**src/rs485_reply_deframer_core_assert.svh**
```systemverilog
// assertion macros used by the deframer core
// each macro expects clk and rst_n in scope
`ifndef RS485_REPLY_DEFRAMER_CORE_ASSERT_SVH
`define RS485_REPLY_DEFRAMER_CORE_ASSERT_SVH

`ifndef NO_ASSERTIONS
`define RRD_ASSERT_IMP(lbl, ante, cons, msg) \
    lbl: assert property (@(posedge clk) disable iff (!rst_n) (ante) |-> (cons)) \
        else $error(msg);
`define RRD_ASSERT_NEXT(lbl, ante, cons, msg) \
    lbl: assert property (@(posedge clk) disable iff (!rst_n) (ante) |=> (cons)) \
        else $error(msg);
`else
`define RRD_ASSERT_IMP(lbl, ante, cons, msg)
`define RRD_ASSERT_NEXT(lbl, ante, cons, msg)
`endif

`endif

```
**src/rrd_pkg.sv**
```systemverilog
package rrd_pkg;

    // frame geometry
    localparam int MAX_FRAME_BYTES    = 32;
    localparam int KEPT_PAYLOAD_BYTES = 12;
    localparam int OUT_BYTES          = 12;
    localparam int MIN_FRAME          = 5;
    localparam int LEN_W              = $clog2(MAX_FRAME_BYTES + 1);

    // protocol bytes
    localparam logic [7:0] HDR_BYTE   = 8'hAC;
    localparam logic [7:0] BYPASS_CRC = 8'hF5;
    localparam logic [7:0] CRC_POLY   = 8'h07;

    // object codes
    localparam logic [7:0] OBJ_RUN_MODE = 8'h01;
    localparam logic [7:0] OBJ_PVC_LO   = 8'h02;
    localparam logic [7:0] OBJ_PVC_HI   = 8'h05;
    localparam logic [7:0] OBJ_TEMP     = 8'h06;
    localparam logic [7:0] OBJ_POS_LIM  = 8'h10;
    localparam logic [7:0] OBJ_VEL_LIM  = 8'h11;
    localparam logic [7:0] OBJ_CUR_LIM  = 8'h12;

    // register map
    localparam int CFG_ADDR_W = 4;
    localparam logic [1:0] REG_LINEAR_ID  = 2'd0;
    localparam logic [1:0] REG_ROTARY_ID  = 2'd1;
    localparam logic [1:0] REG_CRC_BYPASS = 2'd2;

    typedef enum logic [2:0] {
        PH_IDLE,
        PH_LEN,
        PH_DEV,
        PH_OBJ,
        PH_BODY,
        PH_DROP
    } phase_t;

    typedef enum logic [1:0] {
        ST_OK,
        ST_BAD_HDR,
        ST_BAD_CRC,
        ST_BAD_LEN
    } status_t;

    typedef enum logic [1:0] {
        DC_LINEAR,
        DC_ROTARY,
        DC_UNKNOWN
    } dev_class_t;

    typedef enum logic [2:0] {
        TS_NONE,
        TS_RUN,
        TS_PVC,
        TS_TEMP,
        TS_POS_LIM,
        TS_VEL_LIM,
        TS_CUR_LIM
    } store_t;

    typedef struct packed {
        logic [7:0] linear_id;
        logic [7:0] rotary_id;
        logic       crc_bypass;
    } cfg_t;

    typedef struct packed {
        logic       clear;
        logic       shift_en;
        logic [7:0] data;
    } cell_ctrl_t;

    typedef struct packed {
        status_t    status;
        dev_class_t device_class;
        logic [7:0] object_code;
        store_t     target_store;
        logic [4:0] payload_length;
        logic [31:0] word_zero;
        logic [31:0] word_one;
        logic [31:0] word_two;
    } res_t;

    // crc-8, msb first, no reflection, no final xor
    function automatic logic [7:0] crc8_step(input logic [7:0] crc, input logic [7:0] b);
        logic [7:0] c;
        c = crc ^ b;
        for (int i = 0; i < 8; i++) begin
            if (c[7])
                c = {c[6:0], 1'b0} ^ CRC_POLY;
            else
                c = {c[6:0], 1'b0};
        end
        return c;
    endfunction

    // object byte to target store
    function automatic store_t store_of(input logic [7:0] obj);
        store_t s;
        if (obj == OBJ_RUN_MODE)
            s = TS_RUN;
        else if (obj >= OBJ_PVC_LO && obj <= OBJ_PVC_HI)
            s = TS_PVC;
        else if (obj == OBJ_TEMP)
            s = TS_TEMP;
        else if (obj == OBJ_POS_LIM)
            s = TS_POS_LIM;
        else if (obj == OBJ_VEL_LIM)
            s = TS_VEL_LIM;
        else if (obj == OBJ_CUR_LIM)
            s = TS_CUR_LIM;
        else
            s = TS_NONE;
        return s;
    endfunction

endpackage

```
**src/rrd_if.sv**
```systemverilog
// received byte channel
interface rrd_in_if;
    logic       valid;
    logic       ready;
    logic [7:0] rx_byte;
    logic       frame_start;

    modport source (output valid, output rx_byte, output frame_start, input ready);
    modport sink   (input valid, input rx_byte, input frame_start, output ready);
endinterface

// decoded reply channel
interface rrd_out_if;
    logic        valid;
    logic        ready;
    logic [1:0]  status;
    logic [1:0]  device_class;
    logic [7:0]  object_code;
    logic [2:0]  target_store;
    logic [4:0]  payload_length;
    logic [31:0] word_zero;
    logic [31:0] word_one;
    logic [31:0] word_two;

    modport source (output valid, output status, output device_class, output object_code,
                    output target_store, output payload_length, output word_zero,
                    output word_one, output word_two, input ready);
    modport sink   (input valid, input status, input device_class, input object_code,
                    input target_store, input payload_length, input word_zero,
                    input word_one, input word_two, output ready);
endinterface

```
**src/rrd_apb_regs.sv**
```systemverilog
module rrd_apb_regs (
    input  logic                          clk,
    input  logic                          rst_n,
    input  logic                          psel,
    input  logic                          penable,
    input  logic                          pwrite,
    input  logic [rrd_pkg::CFG_ADDR_W-1:0] paddr,
    input  logic [31:0]                   pwdata,
    output logic [31:0]                   prdata,
    output logic                          pready,
    output rrd_pkg::cfg_t                 cfg
);

    rrd_pkg::cfg_t cfg_reg;
    rrd_pkg::cfg_t cfg_next;
    logic [1:0]    reg_idx;
    logic          wr_en;

    assign pready  = 1'b1;
    assign reg_idx = paddr[3:2];
    assign wr_en   = psel && penable && pwrite && pready;
    assign cfg     = cfg_reg;

    // register write decode
    always_comb
    begin
        cfg_next = cfg_reg;
        if (wr_en)
        begin
            unique case (reg_idx)
                rrd_pkg::REG_LINEAR_ID:  cfg_next.linear_id  = pwdata[7:0];
                rrd_pkg::REG_ROTARY_ID:  cfg_next.rotary_id  = pwdata[7:0];
                rrd_pkg::REG_CRC_BYPASS: cfg_next.crc_bypass = pwdata[0];
                default:                 cfg_next = cfg_reg;
            endcase
        end
    end

    always_ff @(posedge clk or negedge rst_n)
    begin
        if (!rst_n)
        begin
            cfg_reg.linear_id  <= 8'd1;
            cfg_reg.rotary_id  <= 8'd2;
            cfg_reg.crc_bypass <= 1'b1;
        end
        else
        begin
            cfg_reg <= cfg_next;
        end
    end

    // read mux
    always_comb
    begin
        unique case (reg_idx)
            rrd_pkg::REG_LINEAR_ID:  prdata = {24'd0, cfg_reg.linear_id};
            rrd_pkg::REG_ROTARY_ID:  prdata = {24'd0, cfg_reg.rotary_id};
            rrd_pkg::REG_CRC_BYPASS: prdata = {31'd0, cfg_reg.crc_bypass};
            default:                 prdata = 32'd0;
        endcase
    end

endmodule

```
**src/rrd_byte_cell.sv**
```systemverilog
module rrd_byte_cell (
    input  logic                clk,
    input  logic                rst_n,
    input  rrd_pkg::cell_ctrl_t ctrl,
    input  logic                tok_load,
    input  logic                tok_in,
    output logic                tok_out,
    output logic [7:0]          byte_out
);

    logic       tok_reg;
    logic       tok_next;
    logic [7:0] data_reg;
    logic [7:0] data_next;

    // write token walks one cell per payload byte
    always_comb
    begin
        tok_next  = tok_reg;
        data_next = data_reg;
        if (ctrl.clear)
        begin
            tok_next  = tok_load;
            data_next = 8'd0;
        end
        else if (ctrl.shift_en)
        begin
            tok_next = tok_in;
            if (tok_reg)
                data_next = ctrl.data;
        end
    end

    always_ff @(posedge clk or negedge rst_n)
    begin
        if (!rst_n)
            tok_reg <= 1'b0;
        else
            tok_reg <= tok_next;
    end

    always_ff @(posedge clk)
    begin
        data_reg <= data_next;
    end

    assign tok_out  = tok_reg;
    assign byte_out = data_reg;

endmodule

```
**src/rs485_reply_deframer_core.sv**
```systemverilog
// RS-485 reply deframer: takes one reply byte per cycle (header 0xAC, length, device ID,
// object, payload, CRC-8 poly 0x07) and gives one decoded word per frame end or per header
// or length error. The CRC update is a single combinational step and the payload bytes land
// in a row of byte cells steered by a write token that moves one cell per payload byte.
// Results go through an output register backed by one skid entry, so input is held off
// only while both hold an untaken result. Configuration is an APB-style port: linear
// motor ID at 0x0, rotary motor ID at 0x4, CRC bypass enable at 0x8.
`include "rs485_reply_deframer_core_assert.svh"

module rs485_reply_deframer_core (
    input  logic                           clk,
    input  logic                           rst_n,
    input  logic                           psel,
    input  logic                           penable,
    input  logic                           pwrite,
    input  logic [rrd_pkg::CFG_ADDR_W-1:0] paddr,
    input  logic [31:0]                    pwdata,
    output logic [31:0]                    prdata,
    output logic                           pready,
    rrd_in_if.sink                         rx_in,
    rrd_out_if.source                      res_out
);

    localparam int LW = rrd_pkg::LEN_W;
    localparam int KB = rrd_pkg::KEPT_PAYLOAD_BYTES;

    rrd_pkg::cfg_t       cfg;
    rrd_pkg::cell_ctrl_t cell_ctrl;
    rrd_pkg::phase_t     phase_reg, phase_next;
    rrd_pkg::phase_t     eff_phase;
    rrd_pkg::res_t       res_c, out_reg, out_next, skid_reg, skid_next;
    rrd_pkg::dev_class_t dev_class;

    logic [LW-1:0] idx_reg, idx_next;
    logic [LW-1:0] len_reg, len_next;
    logic [LW-1:0] len_diff;
    logic [7:0]    crc_reg, crc_next;
    logic [7:0]    dev_reg, dev_next;
    logic [7:0]    obj_reg, obj_next;
    logic [7:0]    b;
    logic [7:0]    crc_upd;
    logic          accept;
    logic          res_valid_c;
    logic          res_fire;
    logic          crc_ok;
    logic          more_body;
    logic          out_vld_reg, out_vld_next;
    logic          skid_vld_reg, skid_vld_next;

    logic [KB:0]   tok;
    logic [7:0]    cell_byte [KB];
    logic [7:0]    pay_byte  [rrd_pkg::OUT_BYTES];

    // configuration registers
    rrd_apb_regs u_regs (
        .clk     (clk),
        .rst_n   (rst_n),
        .psel    (psel),
        .penable (penable),
        .pwrite  (pwrite),
        .paddr   (paddr),
        .pwdata  (pwdata),
        .prdata  (prdata),
        .pready  (pready),
        .cfg     (cfg)
    );

    // row of payload cells
    assign tok[0] = 1'b0;
    for (genvar k = 0; k < KB; k++)
    begin : g_cell
        rrd_byte_cell u_cell (
            .clk      (clk),
            .rst_n    (rst_n),
            .ctrl     (cell_ctrl),
            .tok_load (k == 0),
            .tok_in   (tok[k]),
            .tok_out  (tok[k+1]),
            .byte_out (cell_byte[k])
        );
    end

    // bytes past the kept count read as zero
    for (genvar k = 0; k < rrd_pkg::OUT_BYTES; k++)
    begin : g_pay
        if (k < KB)
        begin : g_kept
            assign pay_byte[k] = cell_byte[k];
        end
        else
        begin : g_zero
            assign pay_byte[k] = 8'd0;
        end
    end

    assign accept    = rx_in.valid && rx_in.ready;
    assign b         = rx_in.rx_byte;
    assign eff_phase = rx_in.frame_start ? rrd_pkg::PH_IDLE : phase_reg;
    assign crc_upd   = rrd_pkg::crc8_step(
                           (eff_phase == rrd_pkg::PH_IDLE) ? 8'd0 : crc_reg, b);
    assign more_body = ({1'b0, idx_reg} + (LW+1)'(1)) < {1'b0, len_reg};
    assign crc_ok    = (cfg.crc_bypass && (b == rrd_pkg::BYPASS_CRC)) || (b == crc_reg);
    assign len_diff  = len_reg - LW'(rrd_pkg::MIN_FRAME);

    // device classification, linear wins when both ids match
    always_comb
    begin
        priority if (dev_reg == cfg.linear_id)
            dev_class = rrd_pkg::DC_LINEAR;
        else if (dev_reg == cfg.rotary_id)
            dev_class = rrd_pkg::DC_ROTARY;
        else
            dev_class = rrd_pkg::DC_UNKNOWN;
    end

    // frame sequencer
    always_comb
    begin
        phase_next     = phase_reg;
        idx_next       = idx_reg;
        len_next       = len_reg;
        crc_next       = crc_reg;
        dev_next       = dev_reg;
        obj_next       = obj_reg;
        cell_ctrl      = '0;
        cell_ctrl.data = b;
        res_valid_c    = 1'b0;
        res_c          = '0;

        if (accept)
        begin
            unique case (eff_phase)
                rrd_pkg::PH_IDLE:
                begin
                    if (b != rrd_pkg::HDR_BYTE)
                    begin
                        phase_next   = rrd_pkg::PH_DROP;
                        res_valid_c  = 1'b1;
                        res_c.status = rrd_pkg::ST_BAD_HDR;
                    end
                    else
                    begin
                        cell_ctrl.clear = 1'b1;
                        crc_next        = crc_upd;
                        idx_next        = LW'(1);
                        phase_next      = rrd_pkg::PH_LEN;
                    end
                end
                rrd_pkg::PH_LEN:
                begin
                    if (b < 8'(rrd_pkg::MIN_FRAME) || b > 8'(rrd_pkg::MAX_FRAME_BYTES))
                    begin
                        phase_next   = rrd_pkg::PH_DROP;
                        res_valid_c  = 1'b1;
                        res_c.status = rrd_pkg::ST_BAD_LEN;
                    end
                    else
                    begin
                        len_next   = LW'(b);
                        crc_next   = crc_upd;
                        idx_next   = LW'(2);
                        phase_next = rrd_pkg::PH_DEV;
                    end
                end
                rrd_pkg::PH_DEV:
                begin
                    dev_next   = b;
                    crc_next   = crc_upd;
                    idx_next   = LW'(3);
                    phase_next = rrd_pkg::PH_OBJ;
                end
                rrd_pkg::PH_OBJ:
                begin
                    obj_next   = b;
                    crc_next   = crc_upd;
                    idx_next   = LW'(4);
                    phase_next = rrd_pkg::PH_BODY;
                end
                rrd_pkg::PH_BODY:
                begin
                    if (more_body)
                    begin
                        cell_ctrl.shift_en = 1'b1;
                        crc_next           = crc_upd;
                        idx_next           = idx_reg + LW'(1);
                    end
                    else
                    begin
                        // crc byte closes the frame
                        phase_next  = rrd_pkg::PH_IDLE;
                        res_valid_c = 1'b1;
                        if (!crc_ok)
                        begin
                            res_c.status = rrd_pkg::ST_BAD_CRC;
                        end
                        else
                        begin
                            res_c.status         = rrd_pkg::ST_OK;
                            res_c.device_class   = dev_class;
                            res_c.object_code    = obj_reg;
                            res_c.target_store   = (dev_class == rrd_pkg::DC_UNKNOWN) ?
                                                   rrd_pkg::TS_NONE :
                                                   rrd_pkg::store_of(obj_reg);
                            res_c.payload_length = 5'(len_diff);
                            res_c.word_zero = {pay_byte[3], pay_byte[2],
                                               pay_byte[1], pay_byte[0]};
                            res_c.word_one  = {pay_byte[7], pay_byte[6],
                                               pay_byte[5], pay_byte[4]};
                            res_c.word_two  = {pay_byte[11], pay_byte[10],
                                               pay_byte[9], pay_byte[8]};
                        end
                    end
                end
                rrd_pkg::PH_DROP:
                begin
                    phase_next = rrd_pkg::PH_DROP;
                end
                default:
                begin
                    phase_next = rrd_pkg::PH_IDLE;
                end
            endcase
        end
    end

    always_ff @(posedge clk or negedge rst_n)
    begin
        if (!rst_n)
            phase_reg <= rrd_pkg::PH_IDLE;
        else
            phase_reg <= phase_next;
    end

    // frame context
    always_ff @(posedge clk or negedge rst_n)
    begin
        if (!rst_n)
        begin
            idx_reg <= '0;
            len_reg <= '0;
            crc_reg <= 8'd0;
            dev_reg <= 8'd0;
            obj_reg <= 8'd0;
        end
        else
        begin
            idx_reg <= idx_next;
            len_reg <= len_next;
            crc_reg <= crc_next;
            dev_reg <= dev_next;
            obj_reg <= obj_next;
        end
    end

    // output register with one skid entry
    assign res_fire    = accept && res_valid_c;
    assign rx_in.ready = !skid_vld_reg;

    always_comb
    begin
        out_next      = out_reg;
        out_vld_next  = out_vld_reg;
        skid_next     = skid_reg;
        skid_vld_next = skid_vld_reg;

        priority if (skid_vld_reg && res_out.ready)
        begin
            out_next      = skid_reg;
            out_vld_next  = 1'b1;
            skid_vld_next = 1'b0;
        end
        else if (res_fire && (!out_vld_reg || res_out.ready))
        begin
            out_next     = res_c;
            out_vld_next = 1'b1;
        end
        else if (res_fire)
        begin
            skid_next     = res_c;
            skid_vld_next = 1'b1;
        end
        else if (res_out.ready)
        begin
            out_vld_next = 1'b0;
        end
        else
        begin
            // stalled, both entries hold
            out_vld_next = out_vld_reg;
        end
    end

    always_ff @(posedge clk or negedge rst_n)
    begin
        if (!rst_n)
        begin
            out_vld_reg  <= 1'b0;
            skid_vld_reg <= 1'b0;
        end
        else
        begin
            out_vld_reg  <= out_vld_next;
            skid_vld_reg <= skid_vld_next;
        end
    end

    always_ff @(posedge clk)
    begin
        out_reg  <= out_next;
        skid_reg <= skid_next;
    end

    assign res_out.valid          = out_vld_reg;
    assign res_out.status         = out_reg.status;
    assign res_out.device_class   = out_reg.device_class;
    assign res_out.object_code    = out_reg.object_code;
    assign res_out.target_store   = out_reg.target_store;
    assign res_out.payload_length = out_reg.payload_length;
    assign res_out.word_zero      = out_reg.word_zero;
    assign res_out.word_one       = out_reg.word_one;
    assign res_out.word_two       = out_reg.word_two;

    // checks
    `RRD_ASSERT_IMP(a_skid_behind_out, skid_vld_reg, out_vld_reg,
                    "skid entry held while output register empty")
    `RRD_ASSERT_IMP(a_one_write_token, 1'b1, $onehot0(tok),
                    "more than one payload write token")
    `RRD_ASSERT_NEXT(a_frame_end_idle, res_fire && res_c.status == rrd_pkg::ST_OK,
                     phase_reg == rrd_pkg::PH_IDLE, "sequencer not idle after good frame")
    `RRD_ASSERT_IMP(a_error_fields_clear, out_vld_reg && out_reg.status != rrd_pkg::ST_OK,
                    out_reg.word_zero == 32'd0 && out_reg.object_code == 8'd0,
                    "error word carries payload")

endmodule

```
**src/flat_wrapper.sv**
```systemverilog
// flat-port wrapper written by rule: the top's interface ports become plain ports
module rs485_reply_deframer_core_flat 
  (clk, rst_n, psel, penable, pwrite, paddr, pwdata, prdata, pready, rx_in_valid, rx_in_rx_byte, rx_in_frame_start, rx_in_ready, res_out_valid, res_out_status, res_out_device_class, res_out_object_code, res_out_target_store, res_out_payload_length, res_out_word_zero, res_out_word_one, res_out_word_two, res_out_ready);
  rrd_in_if rx_in_i ();
  rrd_out_if res_out_i ();
  input  logic clk;
  input  logic rst_n;
  input  logic psel;
  input  logic penable;
  input  logic pwrite;
  input  logic [rrd_pkg::CFG_ADDR_W-1:0] paddr;
  input  logic [31:0] pwdata;
  output logic [31:0] prdata;
  output logic pready;
  input wire logic [$bits(rx_in_i.valid)-1:0] rx_in_valid;
  input wire logic [$bits(rx_in_i.rx_byte)-1:0] rx_in_rx_byte;
  input wire logic [$bits(rx_in_i.frame_start)-1:0] rx_in_frame_start;
  output wire logic [$bits(rx_in_i.ready)-1:0] rx_in_ready;
  output wire logic [$bits(res_out_i.valid)-1:0] res_out_valid;
  output wire logic [$bits(res_out_i.status)-1:0] res_out_status;
  output wire logic [$bits(res_out_i.device_class)-1:0] res_out_device_class;
  output wire logic [$bits(res_out_i.object_code)-1:0] res_out_object_code;
  output wire logic [$bits(res_out_i.target_store)-1:0] res_out_target_store;
  output wire logic [$bits(res_out_i.payload_length)-1:0] res_out_payload_length;
  output wire logic [$bits(res_out_i.word_zero)-1:0] res_out_word_zero;
  output wire logic [$bits(res_out_i.word_one)-1:0] res_out_word_one;
  output wire logic [$bits(res_out_i.word_two)-1:0] res_out_word_two;
  input wire logic [$bits(res_out_i.ready)-1:0] res_out_ready;
  assign rx_in_i.valid = rx_in_valid;
  assign rx_in_i.rx_byte = rx_in_rx_byte;
  assign rx_in_i.frame_start = rx_in_frame_start;
  assign rx_in_ready = rx_in_i.ready;
  assign res_out_valid = res_out_i.valid;
  assign res_out_status = res_out_i.status;
  assign res_out_device_class = res_out_i.device_class;
  assign res_out_object_code = res_out_i.object_code;
  assign res_out_target_store = res_out_i.target_store;
  assign res_out_payload_length = res_out_i.payload_length;
  assign res_out_word_zero = res_out_i.word_zero;
  assign res_out_word_one = res_out_i.word_one;
  assign res_out_word_two = res_out_i.word_two;
  assign res_out_i.ready = res_out_ready;
  rs485_reply_deframer_core u_core (.clk(clk), .rst_n(rst_n), .psel(psel), .penable(penable), .pwrite(pwrite), .paddr(paddr), .pwdata(pwdata), .prdata(prdata), .pready(pready), .rx_in(rx_in_i), .res_out(res_out_i));
endmodule
```
**config.mk**
```make
export PLATFORM = sky130hd
export DESIGN_NAME = rs485_reply_deframer_core_flat
export DESIGN_NICKNAME = d
export VERILOG_FILES = /design/src/rrd_pkg.sv /design/src/rrd_if.sv /design/src/rrd_apb_regs.sv /design/src/rrd_byte_cell.sv /design/src/rs485_reply_deframer_core.sv /design/src/flat_wrapper.sv
export VERILOG_INCLUDE_DIRS = /design/src /design/src/src
export SDC_FILE = /design/constraint.sdc
export NUM_CORES = 1
export LEC_CHECK = 0
export ABC_AREA = 1
export BUFFER_PORTS_ARGS = -buffer_cell sky130_fd_sc_hd__buf_2
export CAP_MARGIN = 40
export CORE_MARGIN = 1.5
export CORE_UTILIZATION = 60
export DETAILED_ROUTE_END_ITERATION = 8
export PLACE_DENSITY = 0.79
export SLEW_MARGIN = 0
export SYNTH_ARGS = -nofsm -noshare
export SYNTH_HDL_FRONTEND = slang
export SYNTH_HIERARCHICAL = 1
export SYNTH_SLANG_ARGS = --single-unit
```
**constraint.sdc**
```tcl
create_clock -name clk -period 27.9 [get_ports clk]
set_input_delay 0 -clock clk [delete_from_list [all_inputs] [get_ports clk]]
set_output_delay 0 -clock clk [all_outputs]
set_load 0.01 [all_outputs]
```
## After elaboration in Yosys (flattened, before gate mapping)

Cells that the tools add are included.

- Add/subtract/negate cells: 3
- $mul: 0
- Divide/modulo/power cells: 0
- $lt $le $gt $ge: 5
- Equality and inequality tests: 24
- Shifts and indexed selects: 0
- Multiplexer cells: 83
- Bitwise operators: 12
- Reductions and logical operators: 46

Operators by type and width:

| kind | count |
|---|---|
| $mux 116 | 4 |
| $mux 114 | 2 |
| $mux 3 | 19 |
| $mux 1 | 40 |
| $reduce_and 2->1 | 20 |
| $mux 8 | 4 |
| $pmux 8 s4 | 1 |
| $pmux 6 s5 | 1 |
| $eq 8x5->1 const B | 3 |
| $eq 8x8->1 | 3 |
| $not 3->3 | 8 |
| $pmux 8 s3 | 1 |
| $mux 6 | 3 |
| $pmux 3 s6 | 1 |
| $mux 2 | 5 |
| $reduce_and 5->1 | 2 |
| $eq 8x1->1 const B | 1 |
| $eq 8x3->1 const B | 1 |
| $eq 8x8->1 const B | 1 |
| $ge 8x2->1 const B | 1 |
| $gt 8x6->1 const B | 1 |
| $le 8x3->1 const B | 1 |
| $logic_and 1x1->1 | 8 |
| $lt 8x3->1 const B | 1 |
| other kinds (27) | 41 |

- Bits in registers: 398
- Latch bits: 0
- RAM bits: 0
- ROM bits: 0
- Bits of input ports: 52
- Output and inout port bits: 151
- Word-level logic and storage cells: 224
- Memories kept: 0

## Longest topological paths before layout

- Word-level depth: 22
- Gate-level depth with buffers: 18
- Mapped depth without buffers: 17

## Hierarchy

The synthesis kept the hierarchy.

By module, submodules not included:

| module | times used | cells each | area an instance (um^2) | sequential area each (um^2) |
|---|---|---|---|---|
| rs485_reply_deframer_core | 1 | 1145 | 12411.9 | 7992.7 |
| rrd_byte_cell | 12 | 60 | 392.9 | 185.2 |
| rrd_apb_regs | 1 | 136 | 1058.5 | 429.2 |

## Least setup slack after synthesis

No wires, ideal clock.

- Path kind: register to register
- Start point: register u_core.idx_reg[0]
- End point: register u_core.out_reg (netlist bit u_core/res_out.device_class[0]), enable pin
- Setup time: 0.768 ns
- Arrival time: 10.130 ns
- Required time: 27.132 ns
- Path slack: 17.002 ns
- Stages on the path, launching flop included: 17
- Buffers on the path: 0
- Clock period less this slack: 10.898 ns
- Cell sequence: dfrtp_1 -> ha_1 -> nand2_1 -> inv_2 -> nand2_2 -> xor2_1 -> inv_1 -> ha_1 -> a21o_1 -> nand3_1 -> nand2_1 -> inv_2 -> nand2_4 -> nand2_4 -> nand2_1 -> nand2_1 -> a21boi_0

- Word-level cells in the longest chain between the ends: 8

RTL lines:

| what | line | RTL |
|---|---|---|
| start: declaration | rs485_reply_deframer_core.sv:34 | `logic [LW-1:0] idx_reg, idx_next;` |
| start signal: assignment | rs485_reply_deframer_core.sv:247 | `idx_reg <= idx_next;` |
| $add 6x1->7 | rs485_reply_deframer_core.sv:101 | `assign more_body = ({1'b0, idx_reg} + (LW+1)'(1)) < {1'b0, len_reg};` |
| $lt 7x6->1 | rs485_reply_deframer_core.sv:101 |  |
| $mux 1 | rs485_reply_deframer_core.sv:181 | `if (more_body)` |
| $pmux 1 s3 | rs485_reply_deframer_core.sv:132 | `unique case (eff_phase)` |
| $mux 1 | rs485_reply_deframer_core.sv:130 | `if (accept)` |
| $logic_and 1x1->1 | rs485_reply_deframer_core.sv:256 | `assign res_fire = accept && res_valid_c;` |
| $logic_and 1x1->1 | rs485_reply_deframer_core.sv:272 | `else if (res_fire && (!out_vld_reg \|\| res_out.ready))` |
| $reduce_bool 2->1 (no line) | n/a |  |
| end signal: assignment | rs485_reply_deframer_core.sv:309 | `out_reg <= out_next;` |
| end: declaration | rs485_reply_deframer_core.sv:31 | `rrd_pkg::res_t res_c, out_reg, out_next, skid_reg, skid_next;` |

Every way passes these cells.
A chain may end at the register's enable or synchronous reset.

## Worst setup path in the final report

- Start point: register u_core.idx_reg[0]
- End point: register u_core/skid_reg[71] in the netlist's numbering, enable pin

- Word-level cells in the longest chain between the ends: 9

RTL lines:

| what | line | RTL |
|---|---|---|
| $add 6x1->7 (*) | rs485_reply_deframer_core.sv:101 |  |
| $lt 7x6->1 (*) | rs485_reply_deframer_core.sv:101 |  |
| $mux 1 (*) | rs485_reply_deframer_core.sv:181 |  |
| $pmux 1 s3 (*) | rs485_reply_deframer_core.sv:132 |  |
| $mux 1 (*) | rs485_reply_deframer_core.sv:130 |  |
| $logic_and 1x1->1 (*) | rs485_reply_deframer_core.sv:256 |  |
| $logic_and 1x1->1 | rs485_reply_deframer_core.sv:272 |  |
| $not 1->1 (no line) | n/a |  |
| $reduce_and 3->1 (no line) (*) | n/a |  |
| end signal: assignment | rs485_reply_deframer_core.sv:310 | `skid_reg <= skid_next;` |
| end: declaration | rs485_reply_deframer_core.sv:31 |  |

Mark *: on every way between the ends. The rest lies on a longest branch, timed or not.

==> results.ini <==
[critical_path]
cpMostUsedCell=nand2_1
cp-start-kind=register
crit_type=reg -> reg
worstSetupEndpointType=register
cp.required_ns=28.11
crit_path_max_fanout=50
worstPathCellList=ha_1, nand2_1, inv_2, nand2_2, xor2_1, inv_1, ha_1, a21o_1, nand3_1, nand2_1, inv_2, nand2_4, nand2_4, nand2_1, nand2_1, nor2_4, buf_4, buf_4, buf_16
cp_slowest_stage_delay_ns=0.49
path_buf_inv=6
cp_slowest_cell=buf_4
path_delay_family=buffers and inverters
arrival_ns=4.13

[yosys]
syn_inst=2001
syn_area_sq_um=18200
async_flop_share_pct=17.6
yosysUniqueCellTypes=45
yosysSeqAreaShare_pct=58.5
synth-edff-count=232
synth_top_area_cell=edfxtp_1
synth_top_area_share_pct=38.3
postSynthRegisterBits=398
ys.flop_type=edfxtp_1
yosys-top-cells-count=546 x nand2_1, 328 x nor2_1, 279 x inv_1
synthMostInstantiatedCell=nand2_1
syn_area_per_cell_sq_um=9.09
synth_warnings=6
synthTopCellsByArea=edfxtp_1 38%, nand2_1 11%, dfxtp_1 11%

[routing]
drt-pass1-iter-count=6
wire_per_inst_um=14.1
drt_iter0_drc=1037
viasPerCell=5.02
vias=13100
drtAntennaViolNets=0
drc=0
routed_wl_um=36900

[sta]
fin_tns_setup_ns=0
fmax_ghz=0.255
hold_violations=0
setup_viol=0
period_minus_slack_ns=3.92
skew_ns=0.0250
relSlewSlack_pct=43.4
rsz0062_at_grt=no
period_share_pct=14.1
slew_viol_final=0
worstMarginPinSlew_ns=0.848
whs_ns=0.0105

[die]
die_w_um=177
initial_core_util_pct=61.2
die_y_um=177
pin_count=203
num_rows=63
die_area_sq_um=31400
coreArea_sq_um=29700

[clock_network]
clock_latency_ns=0.54
ctsHoldBuffers=32
post_cts_buffers=0
cts_resized=0
clock-root-buffer=clkbuf_16
cts_buffers=40
cts_tree=done
path_clk_slew_ns=0.06
clock-sinks=398
h-tree-depth=2
clock_path_buffers=3

[global_route]
first_global_vias=12400
grt_start_max_net_pins=89
grtUsageMet2_pct=41.4
met1_usage_pct=29.7
antenna_found_initial=0
top_usage_layer=met2
grt_util_met3_pct=3.59
overflow=0
track_usage_pct=23.5
grt_first_pass_wirelength_um=58900

[layout]
antenna_cells=0
syn_to_final_growth_pct=13.6
drive_above_1_share_pct=17.9
final_nets=2250
instances_no_fill=2613
design_area_sq_um=20700
multi_input_area_sq_um=5880
regArea_sq_um=10600
largest_register_ffs=116
fillers=2195

[power_and_ir_drop]
power.leakage_nw=10.5
power_mw=1.86
vdd_drop_max_uv=56.9
powerDensity_nw_per_um2=90.1

[run_status]
outcome=complete, no violations

[placement]
detailed_place_hpwl_um=22800
post_dp_cell_area_sq_um=19100
gp_congestion=0.840
io_buffers=151
dp_cells=2507

[flow_run]
cap_violations=0

[hold_path]
holdCritPathClass=in -> reg

==> metal layers <==
| layer | vias up | part of all wire [%] |
|---|---|---|
| met5 | - | 0 |
| met4 | 0 | 2.5 |
| met3 | 79 | 6.2 |
| met2 | 433 | 49 |
| met1 | 6062 | 42 |
| li1 | 6532 | - |
==> power breakdown <==
part	leakage, nW	internal, mW	switching, mW
registers	3.86	0.798	0.0754
clock network	0.603	0.281	0.218
logic	6.01	0.163	0.326
total	10.5	1.24	0.619
==> worst paths after layout <==
path	startpoint	to	slack [ns]	cells after the start
worst max-delay path	u_core/idx_reg[0]	u_core/skid_reg[71]	23.98	19
worst min-delay path	rx_in_rx_byte[2]	u_core/g_cell[10].u_cell/byte_out[2]	0.01	3
worst max register to register	u_core/idx_reg[0]	u_core/skid_reg[71]	23.98	19
worst min register to register	u_core/u_regs/cfg[0]	u_core/u_regs/cfg[0]	0.49	2
max in group asynchronous	rst_n	u_core/g_cell[11].u_cell/tok_out	27.03	3
min in group asynchronous	rst_n	u_core/len_reg[3]	0.05	3
==> placed cells by master, fill, tap and decap left out, types with 2 or more instances in the layout <==
cell	instances
nand2_1	546
nor2_1	327
inv_1	279
edfxtp_1	232
buf_2	150
dfxtp_1	96
o21ai_2	90
dfrtp_1	67
o21ai_0	56
nand3_1	45
clkbuf_16	41
nand2_2	40
conb_1	38
dlygate4sd3_1	32
clkinv_1	22
xor2_1	19
inv_2	10
o21ai_1	10
nor2_2	10
clkbuf_1	9
buf_4	9
clkinv_2	8
xnor2_1	8
nand4_1	8
ha_1	7
nor3_1	6
a21oi_1	6
or2_2	5
buf_16	5
clkbuf_8	4
nand2_4	4
nor4_1	4
inv_6	3
nor2_8	3
nor2_4	3
dfstp_2	3
clkinv_4	2
nand3b_1	2
==> area by class of cell <==
cell class	count	share of cell area, %
repair buffers	196	6.18
inverters	304	5.55
well taps	390	2.36
multi-input cells	1251	28.5
clock buffers	54	5.40
flip-flops and latches	398	51.5
clock inverters	20	0.503
==> per-stage QoR <==
stage	setup slack (ns)	utilization [%]
after floorplan	17.00	-
after global placement	23.70	63.9
after detailed placement	23.96	64.3
after CTS	23.95	69.5
after global routing	23.61	69.5
final	23.98	69.5
==> worst reg2reg max path, delay by kind of cell, from the launching register on <==
kind            cells  cell delay, ns
simple gates        9            0.86
compound gates      1            0.11
xor+xnor            1            0.15
fa+ha+maj           2            0.53
flops               1            0.44
buf+inv             6            1.44
==> cell families after synthesis <==
logic type	after synthesis	synth area share [%]
AO/OA/AOI/OAI	168	6.59
XOR/XNOR	28	1.39
adder cells (fa/ha/maj)	7	0.482
AND/OR/NAND/NOR	1010	22.9
flip-flops	398	58.5
buffers and inverters	386	10.0
other	4	0.0825
No activity file was read; power rests on OpenSTA's default activity.
